### src/dsc_pkg.sv
`timescale 1ns / 1ps
// -----------------------------------------------------------------------------
// dsc_pkg
// Shared widths, constants and codes of the Doppler-shift correlator.
// -----------------------------------------------------------------------------
package dsc_pkg;

	localparam int SPECTRUM_LENGTH = 4096;
	localparam int BIN_W           = $clog2(SPECTRUM_LENGTH);
	localparam int MAX_COLUMNS     = 1024;
	localparam int COL_W           = 10;
	localparam int STEP_W          = 26;
	localparam int FRAC_W          = 16;
	localparam int COUNT_W         = 11;
	localparam int SAMPLE_W        = 16;
	localparam int WORD_W          = 2 * SAMPLE_W;
	localparam int PROD_W          = 2 * SAMPLE_W + 1;
	localparam int MAP_W           = 22;
	localparam int OFFS_PROD_W     = STEP_W + COL_W;

	localparam logic [STEP_W-1:0]  STEP_RESET  = STEP_W'(65536);
	localparam logic [COUNT_W-1:0] COUNT_RESET = COUNT_W'(512);

	// register index, taken from paddr[2]
	localparam logic REG_STEP  = 1'b0;
	localparam logic REG_COUNT = 1'b1;

	localparam logic KIND_LOAD      = 1'b0;
	localparam logic KIND_CORRELATE = 1'b1;

endpackage

### src/dsc_addr_gen.sv
`timescale 1ns / 1ps
// -----------------------------------------------------------------------------
// dsc_addr_gen
// Doppler offset round(step*column) and wrapped spectrum read address.
// -----------------------------------------------------------------------------
module dsc_addr_gen (
	input  logic                        clk,
	input  logic                        en,
	input  logic [dsc_pkg::STEP_W-1:0]  step,
	input  logic [dsc_pkg::COL_W-1:0]   column,
	input  logic [dsc_pkg::BIN_W-1:0]   bin_index,
	output logic [dsc_pkg::BIN_W-1:0]   rd_addr
);

	localparam int RND_W = dsc_pkg::FRAC_W + dsc_pkg::BIN_W;
	localparam logic [RND_W-1:0] HALF = RND_W'(1) << (dsc_pkg::FRAC_W - 1);

	logic [dsc_pkg::OFFS_PROD_W-1:0] offs_prod_s1;
	logic [RND_W-1:0]                rnd;

	always_ff @(posedge clk) begin
		if (en) begin
			offs_prod_s1 <= dsc_pkg::OFFS_PROD_W'(step) * dsc_pkg::OFFS_PROD_W'(column);
		end
	end

	// only the bits that survive the modulo are needed
	assign rnd     = offs_prod_s1[RND_W-1:0] + HALF;
	assign rd_addr = bin_index + rnd[dsc_pkg::FRAC_W +: dsc_pkg::BIN_W];

endmodule

### config.mk
export PLATFORM = sky130hd
export DESIGN_NAME = dsc_addr_gen
export DESIGN_NICKNAME = d
export VERILOG_FILES = /design/src/dsc_pkg.sv /design/src/dsc_addr_gen.sv
export SDC_FILE = /design/constraint.sdc
export NUM_CORES = 1
export LEC_CHECK = 0
export ABC_CLOCK_PERIOD_IN_PS = 8700
export BUFFER_PORTS_ARGS = -buffer_cell sky130_fd_sc_hd__buf_2
export CORE_MARGIN = 10
export CORE_UTILIZATION = 30
export DETAILED_ROUTE_END_ITERATION = 16
export GPL_ROUTABILITY_DRIVEN = 0
export GPL_TIMING_DRIVEN = 0
export SETUP_SLACK_MARGIN = 0.1
export SYNTH_ARGS = -nofsm -noshare
export SYNTH_HDL_FRONTEND = slang
export SYNTH_SLANG_ARGS = --single-unit
### constraint.sdc
create_clock -name clk -period 8.7 [get_ports clk]
set_input_delay 0.435 -clock clk [delete_from_list [all_inputs] [get_ports clk]]
set_output_delay 0.435 -clock clk [all_outputs]
set_load 0.05 [all_outputs]
==> metrics.csv <==
stage,metric,value,unit
run_status,status,"complete, no violations",
timing,Slew @ Worst Pin,852,ps
clock_network,CTS tree,built,
finish,Largest Register,offs_prod_s1,
timing,setup_tns,0,ps
timing,number of setup violations in the final report,0,
critical_path,crit end category,flip-flop,
clock_network,CTS Sinks,13,
grt,initial antenna violation count,0,
grt,vias in the first global route,5712,
finish,fin nets,1106,
route,DRT iter0 DRCs,412,
timing,Hold WS,596,ps
synth,synthesized area per cell,9.11,um^2
finish,Register Area,390,um^2
flow_run,# Max-Cap Violations,0,
synth,Post-Syn Nets,1060,
timing,RSZ-0062 raised after global routing,false,
finish,synth-to-layout area growth,9.47,%
pwr,power density cells,363,nW/um^2
synth,Gate Count Post-Synth,792,
route,routed len/inst,15.6,um
synth,Yosys top cell by area,fa_1,
clock_network,Root Driver,clkbuf_16,
floorplanning,core area,23500,um^2
clock_network,"Setup Fix Bufs, Post-CTS",0,
floorplanning,I/O pins,62,
grt,total track usage,0.120,
route,DR pass1 iterations,5,
floorplanning,Die Ht,175,um
grt,wire length of the first global-routing pass,30.0,mm
finish,# fillers,2518,
critical_path,critical path startpoint category,input pin,
timing,max-slew violations,0,
timing,final period utilization,0.721,
synth,Seq cells post-synth,13,
critical_path,crit path cell chain,"clkbuf_1, clkbuf_1, nand2_1, fa_1, inv_1, fa_1, fa_1, fa_1, inv_1, fa_1, inv_1, ha_1, nand3_1, nor3_1, o41ai_2, o211ai_1, a41o_1, a311o_1, a21oi_2, xnor2_1",
clock_network,Worst-path clk slew,40,ps
critical_path,Crit path buffers/inverters,5,
critical_path,Crit-path slowest cell,clkbuf_1,
finish,layout cells sized above 1,0.0621,
timing,fmax,159,MHz
floorplanning,Die W,175,um
route,Post-Route WL,18.0,mm
critical_path,worst-path fanout max,10,
finish,post-layout instance area,7900,um^2
placement,Placed Area,7820,um^2
critical_path,Crit path top cell by count,fa_1,
synth,largest cells by area after synthesis,"fa_1, and2_1, ha_1",
grt,largest net degree at the start of global routing,14,
floorplanning,Site Rows,56,
synth,post-synthesis sequential area ratio,0.0541,
synth,most frequent cell after synthesis,fa_1,
worst_hold_path,worst hold-check path type,input pin to flip-flop,
finish,max reg flops,13,
grt,GR Overflow Total,0,
clock_network,clk buf depth,2,
finish,area of the multi-input gates,6080,um^2
timing,Final Worst Setup Slack,2430,ps
clock_network,post-CTS sizing,0,
timing,Period minus WS final,6270,ps
floorplanning,die area,30600,um^2
floorplanning,Initial Utilization,0.306,
finish,Antenna Cells,0,
placement,Port Buf Inserts,41,
route,routed vias,5317,
critical_path,crit-path max cell delay,640,ps
placement,dpl ws,2160,ps
pwr,Leakage,3.97,nW
synth,ys async rst share,0,
timing,final hold vios,0,
placement,post-DP HPWL,14.8,mm
clock_network,Num CTS Buffers,3,
critical_path,arrival time worst endpoint,6250,ps
clock_network,H-tree lvl count,1,
route,DRC,0,
critical_path,crit path kind,input pin to flip-flop,
clock_network,CTS Hold Bufs,0,
timing,slew margin rel.,0.432,
synth,post-synth top area share,0.458,
synth,synth cell count leaders,"fa_1, inv_1, nand2_1, and2_1, ha_1",
synth,Syn. warnings,0,
pwr,Peak VDD IR,0.264,mV
critical_path,cell family with most CP delay,adder cells,
synth,"EDFF count, synth",13,
critical_path,Critical Path RT,8680,ps
route,Avg Vias per Cell,4.60,
synth,Synth Cell Area,7210,um^2
finish,Regs by FF count,offs_prod_s1: 13 flops,
synth,"Distinct cells, synth",38,
synth,prevailing post-synth register cell,edfxtp_1,
route,post-route antenna net violation count,0,
## metal layers
layer | track usage | share of wire | vias up
met3 | 0.00905 | 0.038 | 19
met2 | 0.217 | 0.51 | 126
met1 | 0.156 | 0.43 | 2731
li1 | - | - | 2441
met4 | 0.0194 | 0.020 | 0
met5 | 0 | 0 | -
## through the flow
stage / std cells / power, W / util
final: 1156 / 0.00287 / 0.335
after global routing: 1156 / 0.00324 / 0.335
after CTS: 1156 / 0.00292 / 0.335
after detailed placement: 1152 / 0.00283 / 0.332
after global placement: 1152 / 0.00280 / 0.332
after floorplan: 792 / 0.00227 / -
## final timing paths
check	from	to	slack, ps	cells after the start
max	column[3]	offs_prod_s1[26]	2430	20
min	en	offs_prod_s1[15]	600	1
## power by group
group	switching, W	internal (W)	total [W]	leakage [nW]
Combinational	0.00151	0.00104	0.00255	3.80
Clock	0.0000226	0.0000615	0.0000841	0.0382
Sequential	0.0000252	0.000205	0.000230	0.127
## cells by family after synthesis
family | Yosys count | share of synthesized area
adder cells (fa/ha/maj) | 218 | 0.550
buffers and inverters | 196 | 0.103
AND/OR/NAND/NOR | 266 | 0.183
XOR/XNOR | 50 | 0.0607
flip-flops | 13 | 0.0541
AO/OA/AOI/OAI | 49 | 0.0487
## final cells by class
cell class / count / share of cell area
multi-input combinational: 583 / 0.770
inverter: 157 / 0.0746
tap: 319 / 0.0505
clock buffer: 4 / 0.00998
buffer: 39 / 0.0196
sequential: 13 / 0.0494
timing repair buffer: 41 / 0.0260
## cells in the final DEF (no fill, tap or decap), drive strengths merged, types with 3 or more instances in the layout
cell type,netlist,routed
fa,165,165
inv,157,157
nand2,131,131
and2,106,106
ha,53,53
buf,2,43
clkbuf,37,41
xnor2,34,34
xor2,16,16
a21oi,16,16
edfxtp,13,13
a21o,10,10
nand3,7,7
and3,7,7
o21ai,7,7
nor2,6,6
o21bai,4,4
nor3,3,3
Power figures use the tool's default switching activity.
