<file path="src/dsc_pkg.sv">
`timescale 1ns / 1ps
// -----------------------------------------------------------------------------
// dsc_pkg
// Shared widths, constants and codes of the Doppler-shift correlator.
// -----------------------------------------------------------------------------
package dsc_pkg;

	localparam int SPECTRUM_LENGTH = 4096;
	localparam int BIN_W           = $clog2(SPECTRUM_LENGTH);
	localparam int MAX_COLUMNS     = 1024;
	localparam int COL_W           = 10;
	localparam int STEP_W          = 26;
	localparam int FRAC_W          = 16;
	localparam int COUNT_W         = 11;
	localparam int SAMPLE_W        = 16;
	localparam int WORD_W          = 2 * SAMPLE_W;
	localparam int PROD_W          = 2 * SAMPLE_W + 1;
	localparam int MAP_W           = 22;
	localparam int OFFS_PROD_W     = STEP_W + COL_W;

	localparam logic [STEP_W-1:0]  STEP_RESET  = STEP_W'(65536);
	localparam logic [COUNT_W-1:0] COUNT_RESET = COUNT_W'(512);

	// register index, taken from paddr[2]
	localparam logic REG_STEP  = 1'b0;
	localparam logic REG_COUNT = 1'b1;

	localparam logic KIND_LOAD      = 1'b0;
	localparam logic KIND_CORRELATE = 1'b1;

endpackage

</file>
<file path="src/dsc_cmul.sv">
`timescale 1ns / 1ps
// -----------------------------------------------------------------------------
// dsc_cmul
// Exact complex product ref * conj(bin): registered partial products, then sums.
// -----------------------------------------------------------------------------
module dsc_cmul (
	input  logic                                clk,
	input  logic                                en,
	input  logic signed [dsc_pkg::SAMPLE_W-1:0] ref_re,
	input  logic signed [dsc_pkg::SAMPLE_W-1:0] ref_im,
	input  logic [dsc_pkg::WORD_W-1:0]          bin_word,
	output logic signed [dsc_pkg::PROD_W-1:0]   prod_re,
	output logic signed [dsc_pkg::PROD_W-1:0]   prod_im
);

	localparam int PP_W = 2 * dsc_pkg::SAMPLE_W;

	logic signed [dsc_pkg::SAMPLE_W-1:0] x_re;
	logic signed [dsc_pkg::SAMPLE_W-1:0] x_im;
	logic signed [PP_W-1:0] rr_s1, ii_s1, ir_s1, ri_s1;

	// store word: real part high, imaginary low
	assign x_re = bin_word[dsc_pkg::WORD_W-1:dsc_pkg::SAMPLE_W];
	assign x_im = bin_word[dsc_pkg::SAMPLE_W-1:0];

	always_ff @(posedge clk) begin
		if (en) begin
			rr_s1 <= ref_re * x_re;
			ii_s1 <= ref_im * x_im;
			ir_s1 <= ref_im * x_re;
			ri_s1 <= ref_re * x_im;
		end
	end

	assign prod_re = {rr_s1[PP_W-1], rr_s1} + {ii_s1[PP_W-1], ii_s1};
	assign prod_im = {ir_s1[PP_W-1], ir_s1} - {ri_s1[PP_W-1], ri_s1};

endmodule

</file>
<file path="config.mk">
export PLATFORM = sky130hd
export DESIGN_NAME = dsc_cmul
export DESIGN_NICKNAME = d
export VERILOG_FILES = /design/src/dsc_pkg.sv /design/src/dsc_cmul.sv
export SDC_FILE = /design/constraint.sdc
export NUM_CORES = 2
export LEC_CHECK = 0
export BUFFER_PORTS_ARGS = -buffer_cell sky130_fd_sc_hd__buf_2
export CAP_MARGIN = 10
export CELL_PAD_IN_SITES_DETAIL_PLACEMENT = 1
export CELL_PAD_IN_SITES_GLOBAL_PLACEMENT = 1
export CORE_UTILIZATION = 50
export DETAILED_ROUTE_END_ITERATION = 10
export GPL_TIMING_DRIVEN = 0
export PLACE_DENSITY_LB_ADDON = 0.1
export RECOVER_POWER = 25
export SLEW_MARGIN = 20
export SYNTH_ARGS = -nofsm -noshare
export SYNTH_HDL_FRONTEND = slang
export SYNTH_SLANG_ARGS = --single-unit
export TNS_END_PERCENT = 30
</file>
<file path="constraint.sdc">
create_clock -name clk -period 8 [get_ports clk]
set_clock_uncertainty 0.1 [all_clocks]
set_input_delay 0.4 -clock clk [delete_from_list [all_inputs] [get_ports clk]]
set_output_delay 0.4 -clock clk [all_outputs]
set_load 0.02 [all_outputs]
</file>
==> impl_metrics.sql <==
INSERT INTO impl_metrics (metric_group, metric, value, unit) VALUES
('critical_path', 'slowest_cell_on_crit_path', 'clkbuf_1', ''),
('clock_network', 'cts_tree', 'yes', ''),
('drt', 'routed_wl', '161000', 'µm'),
('logic_synthesis', 'postSynthNetCount', '6447', ''),
('clock_network', 'post-cts-setup-buffer-count', '0', ''),
('clock_network', 'clkSlewWorstSetupHoldPaths', '60', 'ps'),
('critical_path', 'crit_required', '8160', 'ps'),
('critical_path', 'timing.critical_path.mode_cell', 'fa_1', ''),
('logic_synthesis', 'edff_count_synth', '128', ''),
('run_status', 'status', 'finished with violations', ''),
('critical_path', 'timing.critical_path.from', 'bin_word[25]', ''),
('critical_path', 'cpLargestDelayFamily', 'adder cells', ''),
('logic_synthesis', 'synth_seq_cells', '128', ''),
('run_status', 'violations', 'capacitance limit, slew limit', ''),
('placed_design', 'place.detailed.hpwl', '133000', 'µm'),
('drt', 'remaining_drc_errors', '0', ''),
('critical_path', 'critical_path_buf_inv_count', '7', ''),
('floorplan', 'design.core.area', '91700', 'µm²'),
('critical_path', 'worst_setup_path_endpoint', 'rr_s1[28]$_DFFE_PP_', ''),
('logic_synthesis', 'synth_warnings', '0', ''),
('critical_path', 'timing.critical_path.cells', 'buf_2 > clkbuf_1 > nand2_1 > fa_1 > inv_1 > fa_1 > inv_1 > fa_1 > inv_1 > fa_1 > fa_1 > inv_1 > fa_1 > inv_1 > ha_1 > nand4_1 > or3_1 > nand3b_1 > a211oi_1 > a221oi_1 > o21ba_2 > a21oi_1 > nor2_1 > xnor2_1', ''),
('floorplan', 'die_h', '306', 'µm'),
('floorplan', 'die_width', '306', 'µm'),
('critical_path', 'criticalPathCategory', 'in2reg', ''),
('flow_run', 'max-cap-violations', '2', ''),
('logic_synthesis', 'synth-main-ff-cell', 'edfxtp_1', ''),
('floorplan', 'initial_utilization', '50.4', '%'),
('sta', 'worst_slew_pin_slew', '4870', 'ps'),
('clock_network', 'cts.sink_count', '128', ''),
('floorplan', 'pin_count', '132', ''),
('logic_synthesis', 'asyncSetResetFlopFracSynth', '0', '%'),
('final_layout', 'number_of_nets_at_the_end_of_the_flow', '6599', ''),
('global_routing', 'pin_count_of_the_biggest_net_entering_global_routing', '82', ''),
('final_layout', 'stdcell_count', '6312', ''),
('global_routing', 'grt_first_pass_wirelength', '242000', 'µm'),
('floorplan', 'num_rows', '111', ''),
('drt', 'drt-wirelength-per-cell', '25.6', 'µm'),
('global_routing', 'antenna_found_initial', '21', ''),
('final_layout', 'layout.cells.most_common', 'inv_1', ''),
('logic_synthesis', 'synth_cell_types', '73', ''),
('final_layout', 'synthToLayoutAreaGrowth', '6.09', '%'),
('logic_synthesis', 'largest_cells_by_area_after_synthesis', 'fa_1 45%, ha_1 11%, inv_1 9.8%', ''),
('global_routing', 'first_global_vias', '38100', ''),
('sta', 'layout_worst_path_cycle_share', '98.9', '%'),
('sta', 'timing.final.hold_violations', '0', ''),
('sta', 'fin_crit', '7910', 'ps'),
('critical_path', 'crit_cells', '24', ''),
('global_routing', 'grt_usage', '36.1', '%'),
('drt', 'via_per_inst', '5.61', ''),
('logic_synthesis', 'syn-cell-area', '46200', 'µm²'),
('logic_synthesis', 'yosys.area.top_type', 'fa_1', ''),
('logic_synthesis', 'syn_area_per_cell', '9.36', 'µm²'),
('drt', 'drtAntennaViolNets', '0', ''),
('critical_path', 'crit_path_max_fanout', '10', ''),
('final_layout', 'layout_cells_sized_above_1', '3.88', '%'),
('logic_synthesis', 'yosysSeqAreaShare', '8.32', '%'),
('critical_path', 'start_kind', 'input pin', ''),
('sta', 'max_slew_margin', '-225', '%'),
('sta', 'final_max_slew_viol_count', '131', ''),
('sta', 'finalHoldWorstSlack', '149', 'ps'),
('placed_design', 'post-place-cells', '6257', ''),
('final_layout', 'layout.cells.most_common_list', '1206 x inv_1, 1050 x fa_1, 523 x nand2_1', ''),
('floorplan', 'floorplan.die_area', '93700', 'µm²'),
('sta', 'fmaxAchievable', '126', 'MHz'),
('logic_synthesis', 'syn_inst', '4939', ''),
('logic_synthesis', 'synth_top_area_share', '45.5', '%'),
('critical_path', 'critPathCaptureType', 'register', ''),
('sta', 'setup_violations', '0', ''),
('clock_network', 'cts_hold_fix_bufs', '0', ''),
('placed_design', 'portBuffers', '131', ''),
('placed_design', 'gp_congestion', '1.06', '');
## synth_stat cells, types with 13 or more instances
library cell and count:
inv_1 1206, fa_1 1050, nand2_1 523, and2_1 506, ha_1 392, clkbuf_1 195, nor2_1 155, xnor2_1 150
a21oi_1 144, edfxtp_1 128, o21ai_0 63, a21o_1 60, xor2_1 41, nand2b_1 37, o21a_1 36, nand3_1 24
nor3_1 19, o21bai_1 19, a211oi_1 17, and3_1 15, a31oi_1 13
## worst min path at each step
stage / cells after the start / slack [ps] / endpoint / from
after floorplan: 0 / 410 / ii_s1[0]$_DFFE_PP_ / en
after global placement: 2 / 640 / ii_s1[0]$_DFFE_PP_ / bin_word[0]
after detailed placement: 2 / 650 / ii_s1[0]$_DFFE_PP_ / bin_word[0]
after CTS: 2 / 100 / ii_s1[0]$_DFFE_PP_ / bin_word[0]
after global routing: 2 / 150 / ii_s1[0]$_DFFE_PP_ / bin_word[0]
final: 2 / 150 / ii_s1[0]$_DFFE_PP_ / bin_word[0]
## cell families (layout without fill, tap and decap cells)
group | after synthesis | in the layout | synth area share [%]
flip-flops | 128 | 128 | 8.32
other | 0 | 24 | 0
adder cells (fa/ha/maj) | 1442 | 1442 | 56.1
multiplexers | 1 | 1 | 0.0217
AND/OR/NAND/NOR | 1324 | 1324 | 14.2
XOR/XNOR | 191 | 191 | 3.62
buffers and inverters | 1403 | 1566 | 11.4
AO/OA/AOI/OAI | 450 | 450 | 6.37
## registers in the layout, indices dropped and copies added (netlist names)
register and count:
ii_s1 32, ir_s1 32, ri_s1 32, rr_s1 32
## stage by stage
step / utilization, % / setup TNS [ps] / area, µm² / setup WS [ps]
after floorplan: - / 0 / 46200 / 1640
after global placement: 52.8 / -505 / 48400 / -170
after detailed placement: 52.8 / -1050 / 48400 / -271
after CTS: 53.4 / 0 / 49000 / 288
after global routing: 53.4 / -18.2 / 49000 / -18.2
final: 53.5 / 0 / 49000 / 87.8
## final cells by class
class	count	area, µm²
clock inverter	12	144
timing repair buffer	133	669
fill	10700	42600
buffer	197	766
sequential	128	3840
inverter	1206	4530
antenna	24	60.1
clock buffer	18	429
tap	1186	1480
multi-input combinational	3408	37100
## timing repair
action | 4_1_cts | 5_1_grt
endpoints found under the hold margin | 0 | 0
gates resized for setup | 0 | 6
endpoints found under the setup margin | 0 | 4
## metal layers
layer  GRT usage (%)  routed length, µm
met4            15.7               7990
met1            49.9              66600
met2            53.5              70100
met5           0.879                 13
met3            9.33              16700
Power is left out: the tool's default activity adds up to more than one toggle a clock period on the data nets, which glitch-free logic cannot reach.
